==> config.mk <==
export PLATFORM = sky130hd
export DESIGN_NAME = matrix_determinant_cofactor
export DESIGN_NICKNAME = d
export VERILOG_FILES = /design/src/rtl/mdc_pkg.sv /design/src/rtl/mdc_sequencer.sv /design/src/rtl/mdc_datapath.sv /design/src/rtl/matrix_determinant_cofactor.sv
export SDC_FILE = /design/constraint.sdc
export NUM_CORES = 2
export LEC_CHECK = 0
export BUFFER_PORTS_ARGS = -buffer_cell sky130_fd_sc_hd__clkbuf_2
export CORE_MARGIN = 8
export CORE_UTILIZATION = 58
export CTS_CLUSTER_SIZE = 10
export DETAILED_ROUTE_END_ITERATION = 10
export PLACE_DENSITY = 0.84
export SYNTH_ARGS = -nofsm -noshare
export SYNTH_HDL_FRONTEND = slang
export SYNTH_HIERARCHICAL = 1
export SYNTH_SLANG_ARGS = --single-unit
==> constraint.sdc <==
create_clock -name clock -period 10.1 [get_ports clock]
set_input_delay 2.02 -clock clock [delete_from_list [all_inputs] [get_ports clock]]
set_output_delay 2.02 -clock clock [all_outputs]
set_load 0.01 [all_outputs]
==> src/rtl/mdc_pkg.sv <==
// Shared types, constants and the microprogram of the determinant block.
`timescale 1ns / 1ps

package mdc_pkg;

   // Fixed field widths of the external ports, the limb width and the lowest order.
   localparam int IN_W      = 16;
   localparam int CFG_W     = 3;
   localparam int DET_W     = 64;
   localparam int LIMB_W    = 32;
   localparam int MIN_ORDER = 2;

   localparam logic [CFG_W-1:0] SIZE_RESET = 3'd4;

   typedef logic [3:0] op_type;
   typedef logic [2:0] cond_type;
   typedef logic [3:0] step_type;

   // Datapath operations, one per microinstruction.
   localparam op_type OP_WAIT   = 4'd0;
   localparam op_type OP_INIT   = 4'd1;
   localparam op_type OP_READ   = 4'd2;
   localparam op_type OP_FACTOR = 4'd3;
   localparam op_type OP_MUL    = 4'd4;
   localparam op_type OP_ADD    = 4'd5;
   localparam op_type OP_NEXT   = 4'd6;
   localparam op_type OP_STORE  = 4'd7;
   localparam op_type OP_EMIT   = 4'd8;

   // Branch conditions tested by the sequencer.
   localparam cond_type C_ALWAYS     = 3'd0;
   localparam cond_type C_LOADED     = 3'd1;
   localparam cond_type C_MEMBER     = 3'd2;
   localparam cond_type C_MORE_LIMBS = 3'd3;
   localparam cond_type C_MORE_COLS  = 3'd4;
   localparam cond_type C_MORE_SETS  = 3'd5;
   localparam cond_type C_OUT_FREE   = 3'd6;

   // Microprogram addresses.
   localparam step_type ST_WAIT   = 4'd0;
   localparam step_type ST_INIT   = 4'd1;
   localparam step_type ST_PICK   = 4'd2;
   localparam step_type ST_FACTOR = 4'd3;
   localparam step_type ST_MUL    = 4'd4;
   localparam step_type ST_ADD    = 4'd5;
   localparam step_type ST_NEXT   = 4'd6;
   localparam step_type ST_STORE  = 4'd7;
   localparam step_type ST_EMIT   = 4'd8;

   typedef struct packed {
      op_type   op;
      cond_type cond;
      step_type on_true;
      step_type on_false;
   } ctrl_word_type;

   typedef struct packed {
      logic member;
      logic more_limbs;
      logic more_cols;
      logic more_sets;
   } dp_flags_type;

   // Control store. Each set of columns is visited in increasing order; each
   // member column adds one signed cofactor term, one 32-bit limb at a time.
   function automatic ctrl_word_type mdc_rom(input step_type step);
      ctrl_word_type word;
      unique case (step)
         ST_WAIT:   word = '{OP_WAIT,   C_LOADED,     ST_INIT,   ST_WAIT};
         ST_INIT:   word = '{OP_INIT,   C_ALWAYS,     ST_PICK,   ST_PICK};
         ST_PICK:   word = '{OP_READ,   C_MEMBER,     ST_FACTOR, ST_NEXT};
         ST_FACTOR: word = '{OP_FACTOR, C_ALWAYS,     ST_MUL,    ST_MUL};
         ST_MUL:    word = '{OP_MUL,    C_ALWAYS,     ST_ADD,    ST_ADD};
         ST_ADD:    word = '{OP_ADD,    C_MORE_LIMBS, ST_MUL,    ST_NEXT};
         ST_NEXT:   word = '{OP_NEXT,   C_MORE_COLS,  ST_PICK,   ST_STORE};
         ST_STORE:  word = '{OP_STORE,  C_MORE_SETS,  ST_PICK,   ST_EMIT};
         ST_EMIT:   word = '{OP_EMIT,   C_OUT_FREE,   ST_WAIT,   ST_EMIT};
         default:   word = '{OP_WAIT,   C_ALWAYS,     ST_WAIT,   ST_WAIT};
      endcase
      return word;
   endfunction

endpackage

==> src/rtl/mdc_sequencer.sv <==
// Microprogram sequencer: step counter, control store and branch logic.
`timescale 1ns / 1ps

module mdc_sequencer
   import mdc_pkg::*;
(
   input  logic         clock,
   input  logic         reset,
   input  dp_flags_type dp_flags,
   input  logic         loaded,
   input  logic         out_free,
   output op_type       op
);

   step_type      step_ff;
   step_type      step_in;
   ctrl_word_type word;
   logic          taken;

   // Fetch the control word and pick the branch target.
   always_comb begin
      word = mdc_rom(step_ff);
      unique case (word.cond)
         C_ALWAYS:     taken = 1'b1;
         C_LOADED:     taken = loaded;
         C_MEMBER:     taken = dp_flags.member;
         C_MORE_LIMBS: taken = dp_flags.more_limbs;
         C_MORE_COLS:  taken = dp_flags.more_cols;
         C_MORE_SETS:  taken = dp_flags.more_sets;
         C_OUT_FREE:   taken = out_free;
         default:      taken = 1'b1;
      endcase
      step_in = taken ? word.on_true : word.on_false;
   end

   assign op = word.op;

   // Step counter.
   always_ff @(posedge clock) begin
      if (reset) begin
         step_ff <= ST_WAIT;
      end else begin
         step_ff <= step_in;
      end
   end

endmodule

==> src/rtl/mdc_datapath.sv <==
// Datapath: element store, minor table, limb multiplier and accumulator.
`timescale 1ns / 1ps

module mdc_datapath
   import mdc_pkg::*;
#(
   parameter int MAX_SIZE      = 4,
   parameter int ELEMENT_WIDTH = 16,
   localparam int ORD_W  = $clog2(MAX_SIZE + 1),
   localparam int DEPTH  = MAX_SIZE * MAX_SIZE,
   localparam int ADDR_W = $clog2(DEPTH)
)
(
   input  logic                            clock,
   input  op_type                          op,
   input  logic [ORD_W-1:0]                order,
   input  logic                            st_we,
   input  logic [ADDR_W-1:0]               st_addr,
   input  logic signed [ELEMENT_WIDTH-1:0] st_data,
   output dp_flags_type                    dp_flags,
   output logic signed [DET_W-1:0]         det,
   output logic                            sat
);

   localparam int COL_W   = $clog2(MAX_SIZE);
   localparam int SET_W   = MAX_SIZE;
   localparam int SETS    = 1 << MAX_SIZE;
   localparam int EXACT_W = ELEMENT_WIDTH * MAX_SIZE + 8;
   localparam int ACC_W   = (EXACT_W > DET_W + 1) ? EXACT_W : DET_W + 1;
   localparam int LIMBS   = (ACC_W + LIMB_W - 1) / LIMB_W;
   localparam int LIMB_IW = $clog2(LIMBS);
   localparam int PAD_W   = LIMBS * LIMB_W;
   localparam int FAC_W   = ELEMENT_WIDTH + 1;
   localparam int PP_W    = LIMB_W + 1 + FAC_W;
   localparam int ROWB_W  = 2 * ORD_W;

   // Memories: matrix elements and determinants of minors indexed by column set.
   logic signed [ELEMENT_WIDTH-1:0] elem_mem [DEPTH];
   logic        [ACC_W-1:0]         d_mem    [SETS];

   logic [SET_W-1:0]         set_ff, set_in;
   logic [COL_W-1:0]         col_ff, col_in;
   logic                     par_ff, par_in;
   logic [LIMB_IW-1:0]       limb_ff, limb_in;
   logic [ACC_W-1:0]         acc_ff, acc_in;
   logic signed [FAC_W-1:0]  fac_ff, fac_in;
   logic signed [PP_W-1:0]   pp_ff, pp_in;
   logic signed [ELEMENT_WIDTH-1:0] elem_rd_ff;
   logic [ACC_W-1:0]         dop_ff;

   logic [ORD_W-1:0]         ones;
   logic [ORD_W-1:0]         row;
   logic [ROWB_W-1:0]        row_base;
   logic [ADDR_W-1:0]        elem_addr;
   logic [SET_W-1:0]         dop_addr;
   logic [SET_W-1:0]         full_set;
   logic [PAD_W-1:0]         dop_pad;
   logic [LIMB_W-1:0]        limb_sel;
   logic signed [FAC_W-1:0]  el_ext;
   logic signed [ACC_W-1:0]  pp_ext;
   logic [ACC_W-1:0]         addend;
   logic                     member;
   logic                     more_sets;
   logic                     fits;

   // The row in use is the first row of the minor: order minus the set size.
   always_comb begin
      ones = '0;
      for (int i = 0; i < MAX_SIZE; i++) begin
         ones = ones + ORD_W'(set_ff[i]);
      end
   end

   assign row       = order - ones;
   assign row_base  = ROWB_W'(row) * ROWB_W'(order);
   assign elem_addr = ADDR_W'(row_base + ROWB_W'(col_ff));
   assign dop_addr  = set_ff & ~(SET_W'(1) << col_ff);
   assign full_set  = SET_W'((1 << order) - 1);

   // Branch flags for the sequencer.
   assign member    = set_ff[col_ff];
   assign more_sets = set_ff != full_set;

   assign dp_flags.member     = member;
   assign dp_flags.more_limbs = limb_ff != LIMB_IW'(LIMBS - 1);
   assign dp_flags.more_cols  = ORD_W'(col_ff) != order - ORD_W'(1);
   assign dp_flags.more_sets  = more_sets;

   // Limb select and shifted partial product.
   assign dop_pad  = PAD_W'(dop_ff);
   assign limb_sel = dop_pad[limb_ff * LIMB_W +: LIMB_W];
   assign el_ext   = FAC_W'(elem_rd_ff);
   assign pp_ext   = ACC_W'(pp_ff);
   assign addend   = pp_ext << (limb_ff * LIMB_W);

   // Next values of the working registers, decoded from the operation.
   always_comb begin
      set_in  = set_ff;
      col_in  = col_ff;
      par_in  = par_ff;
      limb_in = limb_ff;
      acc_in  = acc_ff;
      fac_in  = fac_ff;
      pp_in   = pp_ff;
      unique case (op)
         OP_INIT: begin
            set_in = SET_W'(1);
            col_in = '0;
            par_in = 1'b0;
            acc_in = '0;
         end
         OP_FACTOR: begin
            fac_in  = par_ff ? -el_ext : el_ext;
            limb_in = '0;
         end
         OP_MUL: begin
            pp_in = $signed({1'b0, limb_sel}) * fac_ff;
         end
         OP_ADD: begin
            acc_in  = acc_ff + addend;
            limb_in = limb_ff + LIMB_IW'(1);
         end
         OP_NEXT: begin
            par_in = par_ff ^ member;
            col_in = col_ff + COL_W'(1);
         end
         OP_STORE: begin
            if (more_sets) begin
               set_in = set_ff + SET_W'(1);
               col_in = '0;
               par_in = 1'b0;
               acc_in = '0;
            end
         end
         default: begin
         end
      endcase
   end

   always_ff @(posedge clock) begin
      set_ff  <= set_in;
      col_ff  <= col_in;
      par_ff  <= par_in;
      limb_ff <= limb_in;
      acc_ff  <= acc_in;
      fac_ff  <= fac_in;
      pp_ff   <= pp_in;
   end

   // Element store: written on each input transfer, read with a register.
   always_ff @(posedge clock) begin
      if (st_we) begin
         elem_mem[st_addr] <= st_data;
      end
      if (op == OP_READ) begin
         elem_rd_ff <= elem_mem[elem_addr];
      end
   end

   // Minor table: the empty set holds one, each finished set stores its sum.
   always_ff @(posedge clock) begin
      if (op == OP_INIT) begin
         d_mem[SET_W'(0)] <= ACC_W'(1);
      end else if (op == OP_STORE) begin
         d_mem[set_ff] <= acc_ff;
      end
      if (op == OP_READ) begin
         dop_ff <= d_mem[dop_addr];
      end
   end

   // Saturate the exact sum to 64 bits.
   assign fits = (&acc_ff[ACC_W-1:DET_W-1]) | ~(|acc_ff[ACC_W-1:DET_W-1]);
   assign sat  = ~fits;
   assign det  = fits ? $signed(acc_ff[DET_W-1:0]) :
                 acc_ff[ACC_W-1] ? $signed({1'b1, {(DET_W-1){1'b0}}}) :
                                   $signed({1'b0, {(DET_W-1){1'b1}}});

endmodule

==> src/rtl/matrix_determinant_cofactor.sv <==
// After the last element the microprogram computes the result, stepped by the
// single 32-bit limb multiply-accumulate; further elements are stalled until
// the result is emitted. Elements are taken one per cycle while loading, also
// while a result waits to be taken.
// Reset is synchronous: order register to 4, load count and result valid cleared.
`timescale 1ns / 1ps

module matrix_determinant_cofactor
   import mdc_pkg::*;
#(
   parameter int MAX_SIZE      = 4,
   parameter int ELEMENT_WIDTH = 16
)
(
   input  logic                     clock,
   input  logic                     reset,
   input  logic                     csr_wr_en,
   input  logic [CFG_W-1:0]         csr_wr_data,
   input  logic                     req_valid,
   output logic                     req_stall,
   input  logic signed [IN_W-1:0]   req_element_value,
   output logic                     rsp_valid,
   input  logic                     rsp_stall,
   output logic signed [DET_W-1:0]  rsp_determinant,
   output logic                     rsp_saturated
);

   localparam int ORD_W  = $clog2(MAX_SIZE + 1);
   localparam int DEPTH  = MAX_SIZE * MAX_SIZE;
   localparam int ADDR_W = $clog2(DEPTH);
   localparam int CNT_W  = $clog2(DEPTH + 1);

   logic [CFG_W-1:0]        size_ff, size_in;
   logic [CNT_W-1:0]        load_count_ff, load_count_in;
   logic                    rsp_valid_ff, rsp_valid_in;
   logic signed [DET_W-1:0] det_ff, det_in;
   logic                    sat_ff, sat_in;

   logic [ORD_W-1:0]        order;
   logic [CNT_W-1:0]        total;
   logic                    req_accept;
   logic                    last;
   logic                    loaded;
   logic                    out_free;
   logic                    emit;
   op_type                  op;
   dp_flags_type            dp_flags;
   logic signed [DET_W-1:0] det;
   logic                    sat;

   // Order in use, clamped to the supported range.
   always_comb begin
      if (size_ff < CFG_W'(MIN_ORDER)) begin
         order = ORD_W'(MIN_ORDER);
      end else if (int'(size_ff) > MAX_SIZE) begin
         order = ORD_W'(MAX_SIZE);
      end else begin
         order = ORD_W'(size_ff);
      end
   end

   assign total = CNT_W'(int'(order) * int'(order));

   // Input transfers are taken only while the sequencer waits for elements.
   assign req_stall  = op != OP_WAIT;
   assign req_accept = req_valid & ~req_stall;
   assign last       = load_count_ff == total - CNT_W'(1);
   assign loaded     = req_accept & last;

   // The output register is free when empty or being transferred now.
   assign out_free = ~rsp_valid_ff | ~rsp_stall;
   assign emit     = (op == OP_EMIT) & out_free;

   // Order register and load counter; a register write drops a partial load.
   always_comb begin
      size_in       = size_ff;
      load_count_in = load_count_ff;
      if (csr_wr_en) begin
         size_in       = csr_wr_data;
         load_count_in = '0;
      end else if (req_accept) begin
         load_count_in = last ? '0 : load_count_ff + CNT_W'(1);
      end
   end

   // Result register.
   always_comb begin
      rsp_valid_in = rsp_valid_ff;
      det_in       = det_ff;
      sat_in       = sat_ff;
      if (emit) begin
         rsp_valid_in = 1'b1;
         det_in       = det;
         sat_in       = sat;
      end else if (~rsp_stall) begin
         rsp_valid_in = 1'b0;
      end
   end

   always_ff @(posedge clock) begin
      if (reset) begin
         size_ff       <= SIZE_RESET;
         load_count_ff <= '0;
         rsp_valid_ff  <= 1'b0;
      end else begin
         size_ff       <= size_in;
         load_count_ff <= load_count_in;
         rsp_valid_ff  <= rsp_valid_in;
      end
   end

   always_ff @(posedge clock) begin
      det_ff <= det_in;
      sat_ff <= sat_in;
   end

   assign rsp_valid       = rsp_valid_ff;
   assign rsp_determinant = det_ff;
   assign rsp_saturated   = sat_ff;

   mdc_sequencer u_sequencer (
      .clock    (clock),
      .reset    (reset),
      .dp_flags (dp_flags),
      .loaded   (loaded),
      .out_free (out_free),
      .op       (op)
   );

   mdc_datapath #(
      .MAX_SIZE      (MAX_SIZE),
      .ELEMENT_WIDTH (ELEMENT_WIDTH)
   ) u_datapath (
      .clock    (clock),
      .op       (op),
      .order    (order),
      .st_we    (req_accept),
      .st_addr  (load_count_ff[ADDR_W-1:0]),
      .st_data  ($signed(req_element_value[ELEMENT_WIDTH-1:0])),
      .dp_flags (dp_flags),
      .det      (det),
      .sat      (sat)
   );

   // A result appears only out of the emit step of the microprogram.
   a_rsp_from_emit: assert property (@(posedge clock) disable iff (reset)
      $rose(rsp_valid_ff) |-> $past(op == OP_EMIT))
      else $error("result valid rose outside the emit step");

   // The load counter never reaches the element count of the current order.
   a_count_range: assert property (@(posedge clock) disable iff (reset)
      load_count_ff < total)
      else $error("load count out of range");

   // While the determinant is being computed no partial load is pending.
   a_idle_count: assert property (@(posedge clock) disable iff (reset)
      op != OP_WAIT |-> load_count_ff == '0)
      else $error("elements pending while computing");

endmodule

==> run_results.csv <==
group,metric,value,unit
cts,htree_levels,4,
sta,fin_ws,1.79,ns
status,status,"completed",
global_route,gr-usage-met1,37.1,%
worst_setup_path,path_buf_inv,4,
worst_setup_path,crit_chain,"buf_4, mux2i_1, nor2_1, nand2_1, fa_1, fa_1, inv_1, fa_1, fa_1, fa_1, inv_1, fa_1, inv_1, ha_1, a211oi_1, o21ai_0, a221oi_1, or2_2, nand3_1, a311oi_1, a21boi_0, o22ai_1, xnor2_1",
logic_synthesis,ys.flop_type,"edfxtp_1",
worst_setup_path,cp-end-kind,"flop",
cts,postCtsHoldBufs,0,
worst_setup_path,crit_path_max_fanout,56,
logic_synthesis,async_reset_ff_share,0,%
job,cap_violations,0,
global_route,grt_pass1_vias,57100,
cts,post-cts-setup-buffer-count,0,
worst_setup_path,critical-path-top-delay-family,"adder cells",
global_route,gr-usage-met3,7.54,%
cells_and_area,final_common_cell,"edfxtp_1",
floorplanning,fp.dieH,410,µm
cts,tritoncts,"yes",
routing,drtAntennaViolNets,0,
worst_setup_path,crit_slowest_cell,"a311oi_1",
worst_setup_path,cpMostUsedCell,"fa_1",
global_route,track_usage,29.4,%
sta,whs,0.540,ns
cells_and_area,fillCellCount,10400,
logic_synthesis,yosysWarnings,6,
min_path,hold_class,"flop to flop",
cts,cts_buffer_depth,3,
sta,max_freq,0.120,GHz
sta,hold_violations,0,
cells_and_area,final_cells,8278,
routing,drc_errors,0,
worst_setup_path,slowest_delay,0.72,ns
routing,drt_pre_antenna_iters,7,
floorplanning,fp.dieW,410,µm
sta,rsz0062_at_grt,"no",
floorplanning,num_rows,144,
logic_synthesis,synth.top_cell.area_share,57.1,%
logic_synthesis,seq_area_frac_synth,57.6,%
logic_synthesis,ys_top_cells_by_area,"edfxtp_1, fa_1, mux4_2",
global_route,grt_max_degree,118,
logic_synthesis,ys_ff_latch,1732,
sta,setup_viol,0,
cells_and_area,area_delta_synth_final,9.30,%
global_route,use_met2,46.4,%
global_route,grt_pass1_wl,369000,µm
cts,cts_buffers,194,
logic_synthesis,postSynthAreaPerCell,14.7,µm²
routing,via_count,54700,
global_route,busiest_layer,"met2",
logic_synthesis,syn_area,0.0898,mm²
logic_synthesis,synth_top_area_cell,"edfxtp_1",
worst_setup_path,critPathKind,"flop to flop",
logic_synthesis,syn_inst,6097,
floorplanning,pin_count,91,
routing,vias_per_cell,6.61,
floorplanning,initial_core_util,58.4,%
routing,drt-initial-drc-count,7152,
worst_setup_path,startpoint_type,"flop",
place,dp_hpwl,152000,µm
cts,ctsResizeCount,0,
worst_setup_path,rrSetupSlack,1.79,ns
cts,root_buffer,"clkbuf_16",
sta,fin_crit_sh,82.3,%
sta,fin_tns_setup,0,ns
cts,clock_latency,0.83,ns
cells_and_area,regArea,0.0518,mm²
place,dp.cells,8037,
worst_setup_path,worstPathArrival,8.85,ns
sta,tightest_slew,1.22,ns
cells_and_area,drive_gt1_share,14.2,%
logic_synthesis,synth_edf_count,1709,
cells_and_area,layout_common_cells,"edfxtp_1, nand2_1, inv_1, fa_1, and2_1",
routing,wl_per_cell,30.2,µm
global_route,grt.overflow.total,0,
cts,cts_num_sinks,1732,
sta,skew,0.0850,ns
place,pre_cts_slack,2.03,ns
logic_synthesis,synth_fp_nets,6834,
cells_and_area,nets,6926,
logic_synthesis,synth_cell_type_count,100,
sta,min_period,8.31,ns
sta,slew_violations,0,
cts,cts.reportedPaths.clkPinSlew,0.07,ns
place,place_congestion,0.992,
routing,routed_wl,250000,µm
floorplanning,core_area,0.154,mm²
sta,max-slew-margin-rel,18.6,%
worst_setup_path,required,10.64,ns
cells_and_area,multi_input_area,0.0350,mm²
place,portBuffers,90,
floorplanning,dieArea,0.168,mm²
global_route,antenna_found_initial,17,
## worst register-to-register path, cell delays in order, from the launching register on
cell	delay (ns)
edfxtp_1	0.37
buf_4	0.59
mux2i_1	0.18
nor2_1	0.64
nand2_1	0.19
fa_1	0.55
fa_1	0.54
inv_1	0.06
fa_1	0.50
fa_1	0.51
fa_1	0.52
inv_1	0.06
fa_1	0.47
inv_1	0.04
ha_1	0.36
a211oi_1	0.26
o21ai_0	0.17
a221oi_1	0.34
or2_2	0.19
nand3_1	0.17
a311oi_1	0.72
a21boi_0	0.30
o22ai_1	0.23
xnor2_1	0.09
## layout make-up
class,instances,share of cell area (%)
inverters,539,2.06
flip-flops and latches,1732,52.7
well taps,2044,2.60
clock inverters,24,0.424
repair buffers,220,1.53
clock buffers,210,5.03
multi-input cells,3502,35.6
diodes,7,0.0178
## cell usage after synthesis (23+ instances only)
library cell and n:
a211oi_1 92, nand2b_1 26, nor3_1 42, nor2_1 248, xor2_1 36, nand4_1 41
and2_1 427, nand3_1 35, ha_1 256, clkbuf_1 236, a21oi_1 183, dfxtp_1 23
buf_2 26, mux2i_1 69, xnor2_1 89, a31oi_1 80, fa_1 457, buf_1 45
o21ai_0 100, o21bai_1 30, inv_1 539, mux4_2 371, edfxtp_1 1709, a21o_1 120
nand2_1 563
## registers in the layout (all words and copies together), names as in the netlist
name	count
u_datapath/col_ff	2
u_datapath/pp_ff	50
u_datapath/fac_ff	17
load_count_ff	5
u_sequencer/word	14
u_datapath/par_ff	1
u_datapath/limb_ff	2
u_datapath/acc_ff	72
u_datapath/dop_ff	72
u_datapath/elem_rd_ff	16
rsp_determinant	64
u_datapath/d_mem	1152
u_datapath/set_ff	4
rsp_saturated	1
rsp_valid	1
u_datapath/elem_mem	256
size_ff	3
## final timing paths
check,from,endpoint,depth (start not counted)
worst max-delay path,u_datapath/limb_ff[0],u_datapath/pp_ff[38],23
worst min-delay path,u_datapath/elem_rd_ff[0],u_datapath/fac_ff[0],0
worst min register to register,u_datapath/elem_rd_ff[0],u_datapath/fac_ff[0],0
worst max register to register,u_datapath/limb_ff[0],u_datapath/pp_ff[38],23
## logic make-up (layout without fill, tap and decap cells)
kind of cell             Yosys count  count (layout)  synth area share (%)
XOR/XNOR                         125             125                  1.22
AO/OA/AOI/OAI                    729             729                  5.35
multiplexers                     444             444                  10.1
buffers and inverters            863             993                  3.75
AND/OR/NAND/NOR                 1490            1490                  8.14
flip-flops                      1732            1732                  57.6
adder cells (fa/ha/maj)          713             713                  13.8
other                              1               8               0.00417
## metrics by stage
step	util (%)	instance area, µm²
floorplan	-	89800
global placement	60.3	92800
detailed placement	60.3	92800
CTS	63.8	98200
global route	63.8	98200
finish	63.8	98200
## per-layer routing
metal	wire, µm	share of wire [%]	vias to the layer above
met1	85300	34	27600
met4	17700	7.1	10
li1	-	-	22200
met2	116000	47	4022
met3	30300	12	882
met5	61	0.024	-
Power is left out: the tool's default activity adds up to more than one toggle a clock period on the data nets, which glitch-free logic cannot reach.
